--- src/rtl/core/atlb_pkg.sv ---
// atlb_pkg: types and constants shared by the translation buffer modules
// no dependencies; imported by atlb_cell, atlb_ctrl and assoc_tlb_lru
`default_nettype none

package atlb_pkg;

   localparam int NUM_ENTRIES_DEF = 16;
   localparam int MAX_ENTRIES     = 64;
   localparam int PAGE_BITS       = 12;
   localparam int FRAME_BITS      = 8;
   localparam int STAMP_BITS      = 32;
   localparam int TOTAL_BITS      = 32;
   localparam int IDX_BITS        = $clog2(MAX_ENTRIES);

   localparam logic CMD_LOOKUP = 1'b0;
   localparam logic CMD_ADD    = 1'b1;

   typedef enum logic {
      ST_IDLE,
      ST_SWEEP
   } state_type;

   typedef struct packed {
      logic                  command;
      logic [PAGE_BITS-1:0]  vpn;
      logic [FRAME_BITS-1:0] pfn;
      logic                  read_only;
   } req_type;

   typedef struct packed {
      logic                  hit;
      logic [FRAME_BITS-1:0] frame_out;
      logic                  read_only_out;
      logic [TOTAL_BITS-1:0] hit_total;
      logic [TOTAL_BITS-1:0] miss_total;
      logic [TOTAL_BITS-1:0] change_total;
   } rsp_type;

   // search word handed from cell to cell
   typedef struct packed {
      logic                  hit_found;
      logic [IDX_BITS-1:0]   hit_idx;
      logic [FRAME_BITS-1:0] hit_frame;
      logic                  hit_ro;
      logic                  inv_found;
      logic [IDX_BITS-1:0]   inv_idx;
      logic                  min_set;
      logic [STAMP_BITS-1:0] min_stamp;
      logic [IDX_BITS-1:0]   min_idx;
   } sweep_type;

   // entry update sent to every cell
   typedef struct packed {
      logic                  touch;
      logic                  fill;
      logic [IDX_BITS-1:0]   idx;
      logic [STAMP_BITS-1:0] stamp;
      logic [PAGE_BITS-1:0]  page;
      logic [FRAME_BITS-1:0] frame;
      logic                  read_only;
   } upd_type;

endpackage

`default_nettype wire

--- src/rtl/core/atlb_cell.sv ---
// atlb_cell: one translation entry and its stage of the search chain
// depends on atlb_pkg
`default_nettype none

module atlb_cell import atlb_pkg::*; #(
   parameter int CELL_IDX = 0
) (
   input  wire logic                 clock,
   input  wire logic                 reset,
   input  wire logic [PAGE_BITS-1:0] key_page,
   input  wire sweep_type            sweep_prev,
   output      sweep_type            sweep_next,
   input  wire upd_type              upd
);

   localparam logic [IDX_BITS-1:0] MY_IDX = IDX_BITS'(CELL_IDX);

   logic                  valid_ff;
   logic [PAGE_BITS-1:0]  page_ff;
   logic [FRAME_BITS-1:0] frame_ff;
   logic                  ro_ff;
   logic [STAMP_BITS-1:0] stamp_ff;
   sweep_type             sweep_ff;
   sweep_type             sweep_in;
   logic                  sel;

   assign sel = upd.touch && (upd.idx == MY_IDX);

   always_comb begin
      sweep_in = sweep_prev;
      // lowest index wins, so only the first match is taken
      if (!sweep_prev.hit_found && valid_ff && (page_ff == key_page)) begin
         sweep_in.hit_found = 1'b1;
         sweep_in.hit_idx   = MY_IDX;
         sweep_in.hit_frame = frame_ff;
         sweep_in.hit_ro    = ro_ff;
      end
      if (!sweep_prev.inv_found && !valid_ff) begin
         sweep_in.inv_found = 1'b1;
         sweep_in.inv_idx   = MY_IDX;
      end
      if (!sweep_prev.min_set || (stamp_ff < sweep_prev.min_stamp)) begin
         sweep_in.min_set   = 1'b1;
         sweep_in.min_stamp = stamp_ff;
         sweep_in.min_idx   = MY_IDX;
      end
   end

   always_ff @(posedge clock) begin
      sweep_ff <= sweep_in;
      if (sel && upd.fill) begin
         page_ff  <= upd.page;
         frame_ff <= upd.frame;
         ro_ff    <= upd.read_only;
      end
   end

   always_ff @(posedge clock) begin
      if (reset) begin
         valid_ff <= 1'b0;
         stamp_ff <= '0;
      end else if (sel) begin
         stamp_ff <= upd.stamp;
         if (upd.fill) begin
            valid_ff <= 1'b1;
         end
      end
   end

   assign sweep_next = sweep_ff;

endmodule

`default_nettype wire

--- src/rtl/core/atlb_ctrl.sv ---
// atlb_ctrl: command sequencer, stamp and statistics counters, result register
// depends on atlb_pkg
`default_nettype none

module atlb_ctrl import atlb_pkg::*; #(
   parameter int NUM_ENTRIES = NUM_ENTRIES_DEF
) (
   input  wire logic                 clock,
   input  wire logic                 reset,
   input  wire logic                 start,
   output      logic                 busy,
   input  wire req_type              req_word,
   output      logic [PAGE_BITS-1:0] key_page,
   output      sweep_type            sweep_head,
   input  wire sweep_type            sweep_tail,
   output      upd_type              upd,
   output      logic                 rsp_valid,
   output      rsp_type              rsp_word
);

   localparam int CNT_W = $clog2(NUM_ENTRIES + 1);
   localparam logic [CNT_W-1:0] LAST_CNT = CNT_W'(NUM_ENTRIES);

   state_type             state_ff, state_in;
   logic [CNT_W-1:0]      cnt_ff, cnt_in;
   req_type               req_ff, req_in;
   logic [STAMP_BITS-1:0] stamp_ctr_ff, stamp_ctr_in;
   logic [TOTAL_BITS-1:0] hits_ff, hits_in;
   logic [TOTAL_BITS-1:0] misses_ff, misses_in;
   logic [TOTAL_BITS-1:0] changes_ff, changes_in;
   logic                  rsp_valid_ff, rsp_valid_in;
   rsp_type               rsp_ff, rsp_in;

   assign sweep_head = '0;
   assign key_page   = req_ff.vpn;
   assign busy       = (state_ff != ST_IDLE);
   assign rsp_valid  = rsp_valid_ff;
   assign rsp_word   = rsp_ff;

   always_ff @(posedge clock) begin
      if (reset) begin
         state_ff     <= ST_IDLE;
         cnt_ff       <= '0;
         stamp_ctr_ff <= '0;
         hits_ff      <= '0;
         misses_ff    <= '0;
         changes_ff   <= '0;
         rsp_valid_ff <= 1'b0;
      end else begin
         state_ff     <= state_in;
         cnt_ff       <= cnt_in;
         stamp_ctr_ff <= stamp_ctr_in;
         hits_ff      <= hits_in;
         misses_ff    <= misses_in;
         changes_ff   <= changes_in;
         rsp_valid_ff <= rsp_valid_in;
      end
   end

   always_ff @(posedge clock) begin
      req_ff <= req_in;
      rsp_ff <= rsp_in;
   end

   always_comb begin
      state_in     = state_ff;
      cnt_in       = cnt_ff;
      req_in       = req_ff;
      stamp_ctr_in = stamp_ctr_ff;
      hits_in      = hits_ff;
      misses_in    = misses_ff;
      changes_in   = changes_ff;
      rsp_valid_in = 1'b0;
      rsp_in       = rsp_ff;
      upd          = '0;
      upd.stamp    = stamp_ctr_ff;
      upd.page     = req_ff.vpn;
      upd.frame    = req_ff.pfn;
      upd.read_only = req_ff.read_only;
      unique case (state_ff)
         ST_IDLE: begin
            if (start) begin
               state_in = ST_SWEEP;
               cnt_in   = '0;
               req_in   = req_word;
            end
         end
         ST_SWEEP: begin
            cnt_in = cnt_ff + 1'b1;
            // search word has passed the last cell
            if (cnt_ff == LAST_CNT) begin
               state_in      = ST_IDLE;
               cnt_in        = '0;
               rsp_valid_in  = 1'b1;
               rsp_in        = '0;
               if (req_ff.command == CMD_LOOKUP) begin
                  if (sweep_tail.hit_found) begin
                     hits_in              = hits_ff + 1'b1;
                     upd.touch            = 1'b1;
                     upd.idx              = sweep_tail.hit_idx;
                     stamp_ctr_in         = stamp_ctr_ff + 1'b1;
                     rsp_in.hit           = 1'b1;
                     rsp_in.frame_out     = sweep_tail.hit_frame;
                     rsp_in.read_only_out = sweep_tail.hit_ro;
                  end else begin
                     misses_in = misses_ff + 1'b1;
                  end
               end else begin
                  changes_in   = changes_ff + 1'b1;
                  upd.touch    = 1'b1;
                  upd.fill     = 1'b1;
                  upd.idx      = sweep_tail.inv_found ? sweep_tail.inv_idx
                                                      : sweep_tail.min_idx;
                  stamp_ctr_in = stamp_ctr_ff + 1'b1;
               end
               rsp_in.hit_total    = hits_in;
               rsp_in.miss_total   = misses_in;
               rsp_in.change_total = changes_in;
            end
         end
         default: begin
            state_in = ST_IDLE;
         end
      endcase
   end

endmodule

`default_nettype wire

--- src/rtl/core/assoc_tlb_lru.sv ---
// channel   ports                        direction  timing
// request   start, busy, req_word        in         taken when start high and busy low
// response  rsp_valid, rsp_word          out        one-cycle strobe, no back-pressure
//
// busy stays high after a word is taken while a search word walks the row of
// entry cells one cell per cycle, then the controller updates the chosen entry.
// the response strobe comes in the cycle busy drops; a new word may start then,
// so a new word is taken only once the last one is through.
// reset clears all entries to invalid, stamps and counters to zero.
// depends on atlb_pkg, atlb_cell, atlb_ctrl
`default_nettype none

module assoc_tlb_lru import atlb_pkg::*; #(
   parameter int NUM_ENTRIES = NUM_ENTRIES_DEF
) (
   input  wire logic    clock,
   input  wire logic    reset,
   input  wire logic    start,
   output      logic    busy,
   input  wire req_type req_word,
   output      logic    rsp_valid,
   output      rsp_type rsp_word
);

   sweep_type            sweep [NUM_ENTRIES+1];
   upd_type              upd;
   logic [PAGE_BITS-1:0] key_page;

   atlb_ctrl #(
      .NUM_ENTRIES(NUM_ENTRIES)
   ) u_ctrl (
      .clock      (clock),
      .reset      (reset),
      .start      (start),
      .busy       (busy),
      .req_word   (req_word),
      .key_page   (key_page),
      .sweep_head (sweep[0]),
      .sweep_tail (sweep[NUM_ENTRIES]),
      .upd        (upd),
      .rsp_valid  (rsp_valid),
      .rsp_word   (rsp_word)
   );

   for (genvar i = 0; i < NUM_ENTRIES; i++) begin : g_cell
      atlb_cell #(
         .CELL_IDX(i)
      ) u_cell (
         .clock      (clock),
         .reset      (reset),
         .key_page   (key_page),
         .sweep_prev (sweep[i]),
         .sweep_next (sweep[i+1]),
         .upd        (upd)
      );
   end

endmodule

`default_nettype wire
--- config.mk ---
export PLATFORM = sky130hd
export DESIGN_NAME = assoc_tlb_lru
export DESIGN_NICKNAME = d
export VERILOG_FILES = /design/src/rtl/core/atlb_pkg.sv /design/src/rtl/core/atlb_cell.sv /design/src/rtl/core/atlb_ctrl.sv /design/src/rtl/core/assoc_tlb_lru.sv
export SDC_FILE = /design/constraint.sdc
export NUM_CORES = 2
export LEC_CHECK = 0
export BUFFER_PORTS_ARGS = -buffer_cell sky130_fd_sc_hd__clkbuf_2
export CORE_ASPECT_RATIO = 1.25
export CORE_MARGIN = 2
export CORE_UTILIZATION = 35
export CTS_CLUSTER_SIZE = 25
export DETAILED_ROUTE_END_ITERATION = 10
export PLACE_DENSITY_LB_ADDON = 0.2
export SLEW_MARGIN = 20
export SYNTH_ARGS = -nofsm -noshare
export SYNTH_HDL_FRONTEND = slang
export SYNTH_HIERARCHICAL = 1
export SYNTH_SLANG_ARGS = --single-unit
--- constraint.sdc ---
create_clock -name clock -period 5.81 [get_ports clock]
set_clock_uncertainty 0.15 [all_clocks]
set_input_delay 1.162 -clock clock [delete_from_list [all_inputs] [get_ports clock]]
set_output_delay 1.162 -clock clock [all_outputs]
set_load 0.005 [all_outputs]
* Word-level counts from Yosys, hierarchy flattened
Cells that the tools add are included.
Widths: inputs -> output; s select.
** Cells by class
- Equality and inequality tests :: 33
- Bitwise gates (word level) :: 2
- Multiplexer cells :: 54
- Reduce and logical (&&, ||, !) cells :: 174
- Order comparisons :: 15
- Add/sub/neg operators :: 5
** Operator list (number)
- $mux 38 :: 14
- $lt 32x32->1 :: 15
- $mux 32 :: 7
- $eq 12x12->1 :: 16
- $mux 9 :: 15
- $add 32x1->32 const B :: 4
- $logic_and 1x1->1 :: 78
- $logic_not 1->1 :: 59
- $eq 6x4->1 const B :: 8
- $reduce_and 2->1 :: 18
- $eq 6x3->1 const B :: 4
- $mux 6 :: 3
- $mux 16 :: 1
- $mux 8 :: 2
- $logic_or 1x1->1 :: 14
- $eq 6x2->1 const B :: 2
- $mux 10 :: 1
- $mux 5 :: 2
- $pmux 5 s2 :: 1
- $mux 7 :: 1
- $eq 6x1->1 const B :: 1
- $logic_not 6->1 :: 1
- $mux 1 :: 6
- $add 5x1->5 const B :: 1
- other kinds (7) :: 9
** Word-level totals
- Output and inout bits :: 108
- Input port bits :: 25
- Register bits after elaboration :: 2079
- Logic and storage cells :: 520

* Logic depth before layout (Yosys ltp)
- Depth after elaboration :: 7
- Mapped depth :: 14
- Depth with buffers taken out :: 10

* Modules after synthesis
Netlist, hierarchy kept.
** Modules (own cells, without submodules)
- atlb_cell (g_cell[11].u_cell ...) :: cells an instance 425, instances 4, area an instance 4605.7 µm², sequential area each 2532.4 µm²
- atlb_cell (g_cell[10].u_cell ...) :: cells an instance 426, instances 4, area an instance 4604.4 µm², sequential area each 2532.4 µm²
- atlb_ctrl :: cells an instance 1324, instances 1, area an instance 13257.7 µm², sequential area each 6546.3 µm²
- atlb_cell (g_cell[1].u_cell ...) :: cells an instance 430, instances 2, area an instance 4574.4 µm², sequential area each 2532.4 µm²
- atlb_cell (g_cell[4].u_cell ...) :: cells an instance 430, instances 2, area an instance 4569.4 µm², sequential area each 2532.4 µm²
- atlb_cell (g_cell[3].u_cell) :: cells an instance 425, instances 1, area an instance 4604.4 µm², sequential area each 2532.4 µm²
- atlb_cell (g_cell[12].u_cell) :: cells an instance 426, instances 1, area an instance 4601.9 µm², sequential area each 2532.4 µm²
- atlb_cell (g_cell[15].u_cell) :: cells an instance 425, instances 1, area an instance 4601.9 µm², sequential area each 2532.4 µm²
- atlb_cell (g_cell[0].u_cell) :: cells an instance 426, instances 1, area an instance 4600.7 µm², sequential area each 2532.4 µm²

* Worst setup path after synthesis
No wires, ideal clock.
- Path type :: flip-flop to flip-flop
- From :: register u_ctrl.cnt_ff[0]
- To :: register u_ctrl.changes_ff[10]
- Path buffers :: 1
- Arrival :: 4.251 ns
- Path slack :: 1.288 ns
- Period minus slack after synthesis :: 4.522 ns
- Stages on the path, launching flop included :: 9
- Library setup time :: 0.121 ns
- Required time :: 5.539 ns
- Path through :: dfxtp_1 inv_1 ha_1 and4bb_2 buf_2 nand2_1 clkinv_1 nand3_1 mux2_2
** On the way
- Cells in the longest elaborated chain, start to end :: 2
** RTL lines
- from (decl) :: line atlb_ctrl.sv:25 : logic [CNT_W-1:0] cnt_ff, cnt_in;
- from (signal assigned) :: line atlb_ctrl.sv:51 : cnt_ff <= cnt_in;
- $eq 5x5->1 :: line atlb_ctrl.sv:91 : if (cnt_ff == LAST_CNT) begin
- $reduce_and 2->1 (no line)
- to (signal assigned) :: line atlb_ctrl.sv:55 : changes_ff <= changes_in;
- to (decl) :: line atlb_ctrl.sv:30 : logic [TOTAL_BITS-1:0] changes_ff, changes_in;
Every way passes these cells.
A chain may end at the register's enable or synchronous reset.

==> results.py <==
metrics = {
    "job": {
        "max_cap_violations": 0,
    },
    "route": {
        "detail-route-antenna-nets": 0,
        "dr.pass1.iters": 5,
        "wl_per_cell_um": 17.45,
        "drc": 0,
        "routed_via_density": 4.760,
        "drt_wl_total_mm": 202.7,
        "dr_total_vias": 55290,
        "first_iter_violations": 3305,
    },
    "placement": {
        "gp_congestion": 0.8005,
        "portBuffers": 132,
        "dpl.cell_count": 11220,
        "dpl_cell_area_um2": 89310,
        "dp_hpwl_mm": 134.0,
    },
    "floorplanning": {
        "dieArea_um2": 248900,
        "start_util_pct": 35.11,
        "ios": 133,
        "dieWidth_um": 446.6,
        "core-area_um2": 244100,
        "rows": 203,
        "die_y_um": 557.2,
    },
    "cells_and_area": {
        "area_growth_pct": 12.66,
        "regArea_um2": 46420,
        "multi_input_area_um2": 35300,
        "drive_gt1_share_pct": 15.42,
        "fin_area_um2": 96550,
        "stdcell_count": 11610,
        "finalNetCount": 8684,
        "layout_commonest_cell": "dfxtp_1",
        "nFillCells": 23590,
        "final_cell_mix": "dfxtp_1, nand2_1, a21oi_1",
    },
    "sta": {
        "final_hold_viol_count": 0,
        "tns_ps": 0,
        "rsz0062_at_grt": "false",
        "max_slew_margin_pct": -199.9,
        "setup_viol": 0,
        "maxSlewViolCount": 39,
        "hold_slack_ps": 196.0,
        "fmax_mhz": 246.9,
        "period_share_pct": 69.70,
        "min_period_ps": 4049,
        "tightest_slew_ps": 4499,
    },
    "status": {
        "status": "complete, but fails checks",
        "violations": "slew limit",
    },
    "clock_network": {
        "cts_tree": "done",
        "clk_pin_slew_ps": 60,
        "post_cts_resized": 0,
        "clk_latency_ps": 880,
        "numCtsBuffers": 216,
        "clock-root-buffer": "clkbuf_16",
        "clockBufferDepth": 4,
        "cts-htree-levels": 4,
        "cts_sinks": 2086,
        "postCtsSetupBuffers": 0,
        "cts_hold_buf": 0,
    },
    "setup_path": {
        "cp-start-kind": "register",
        "rrSetupSlack_ps": 1760,
        "endpoint_kind": "register",
        "crit_type": "reg2reg",
        "worstPathMaxFanout": 33,
        "cp_data_required_time_ps": 6110,
        "arrival_ps": 4350,
    },
    "global_route": {
        "grt-ovfl-total": 0,
        "grt_max_degree": 174,
        "grt_use_total_pct": 16.03,
        "grt_pass1_vias": 55440,
        "antenna_found_initial": 13,
        "grt_pass1_wl_mm": 317.0,
    },
    "power_and_ir_drop": {
        "power_density_nw_per_um2": 305.8,
        "p_total_mw": 29.52,
        "irDropWorstVdd_mv": 0.2426,
        "p_leak_nw": 36.28,
    },
    "yosys": {
        "synthCells": 8082,
        "ys_warn_count": 6,
        "syn_area_um2": 85700,
        "avgSynthCellArea_um2": 10.60,
    },
    "worst_hold_path": {
        "min_path_type": "reg2reg",
    },
}
-- layer usage --
metal / routed length [µm] / global-route usage, %
met3: 7913 / 2.476
met5: 326 / 0
met1: 86850 / 19.41
met4: 6009 / 5.162
met2: 101600 / 28.83
-- critical path, stage by stage, from the launching register on --
cell,delay (ps)
dfxtp_1,600
nor2b_2,320
buf_4,310
a22oi_1,130
nor2_1,380
buf_4,300
and4b_1,210
buf_4,330
and2_1,850
-- final timing paths --
| kind | startpoint | to | cells after the start |
|---|---|---|---|
| worst max register to register | g_cell[15].u_cell/sweep_next[61] | g_cell[7].u_cell/page_ff[3] | 8 |
| worst min-delay path | g_cell[12].u_cell/sweep_next[0] | g_cell[13].u_cell/sweep_next[0] | 1 |
| worst max-delay path | g_cell[15].u_cell/sweep_next[61] | g_cell[7].u_cell/page_ff[3] | 8 |
| worst min register to register | g_cell[12].u_cell/sweep_next[0] | g_cell[13].u_cell/sweep_next[0] | 1 |
-- where the power goes --
part | switching (mW) | internal [mW]
Sequential | 0.0646 | 15.0
Clock | 5.69 | 8.22
Combinational | 0.356 | 0.231
-- registers in the layout, indices dropped and copies added, names as in the netlist, 9 cells and up --
name,flops
u_ctrl/changes_ff,32
g_cell.u_cell/page_ff,192
u_ctrl/misses_ff,32
g_cell.u_cell/frame_ff,128
g_cell.u_cell/ro_ff,16
g_cell.u_cell/valid_ff,16
u_ctrl/hits_ff,32
u_ctrl/key_page,12
u_ctrl/upd,9
u_ctrl/stamp_ctr_ff,32
u_ctrl/rsp_word,106
g_cell.u_cell/stamp_ff,512
g_cell.u_cell/sweep_next,959
-- cell type report --
class	count	area share [%]
antenna	5	0.01296
clock buffer	317	6.611
clock inverter	73	0.8423
inverter	517	2.012
multi-input combinational	5094	36.56
sequential	2086	48.07
tap	3280	4.250
timing repair buffer	242	1.635
-- stage by stage --
stage,utilization (%),setup WS (ps)
finish,39.56,1761
global route,39.55,1360
detailed placement,36.59,1784
global placement,36.59,1841
floorplan,-,1288
CTS,39.54,1739
Power figures use the tool's default switching activity.
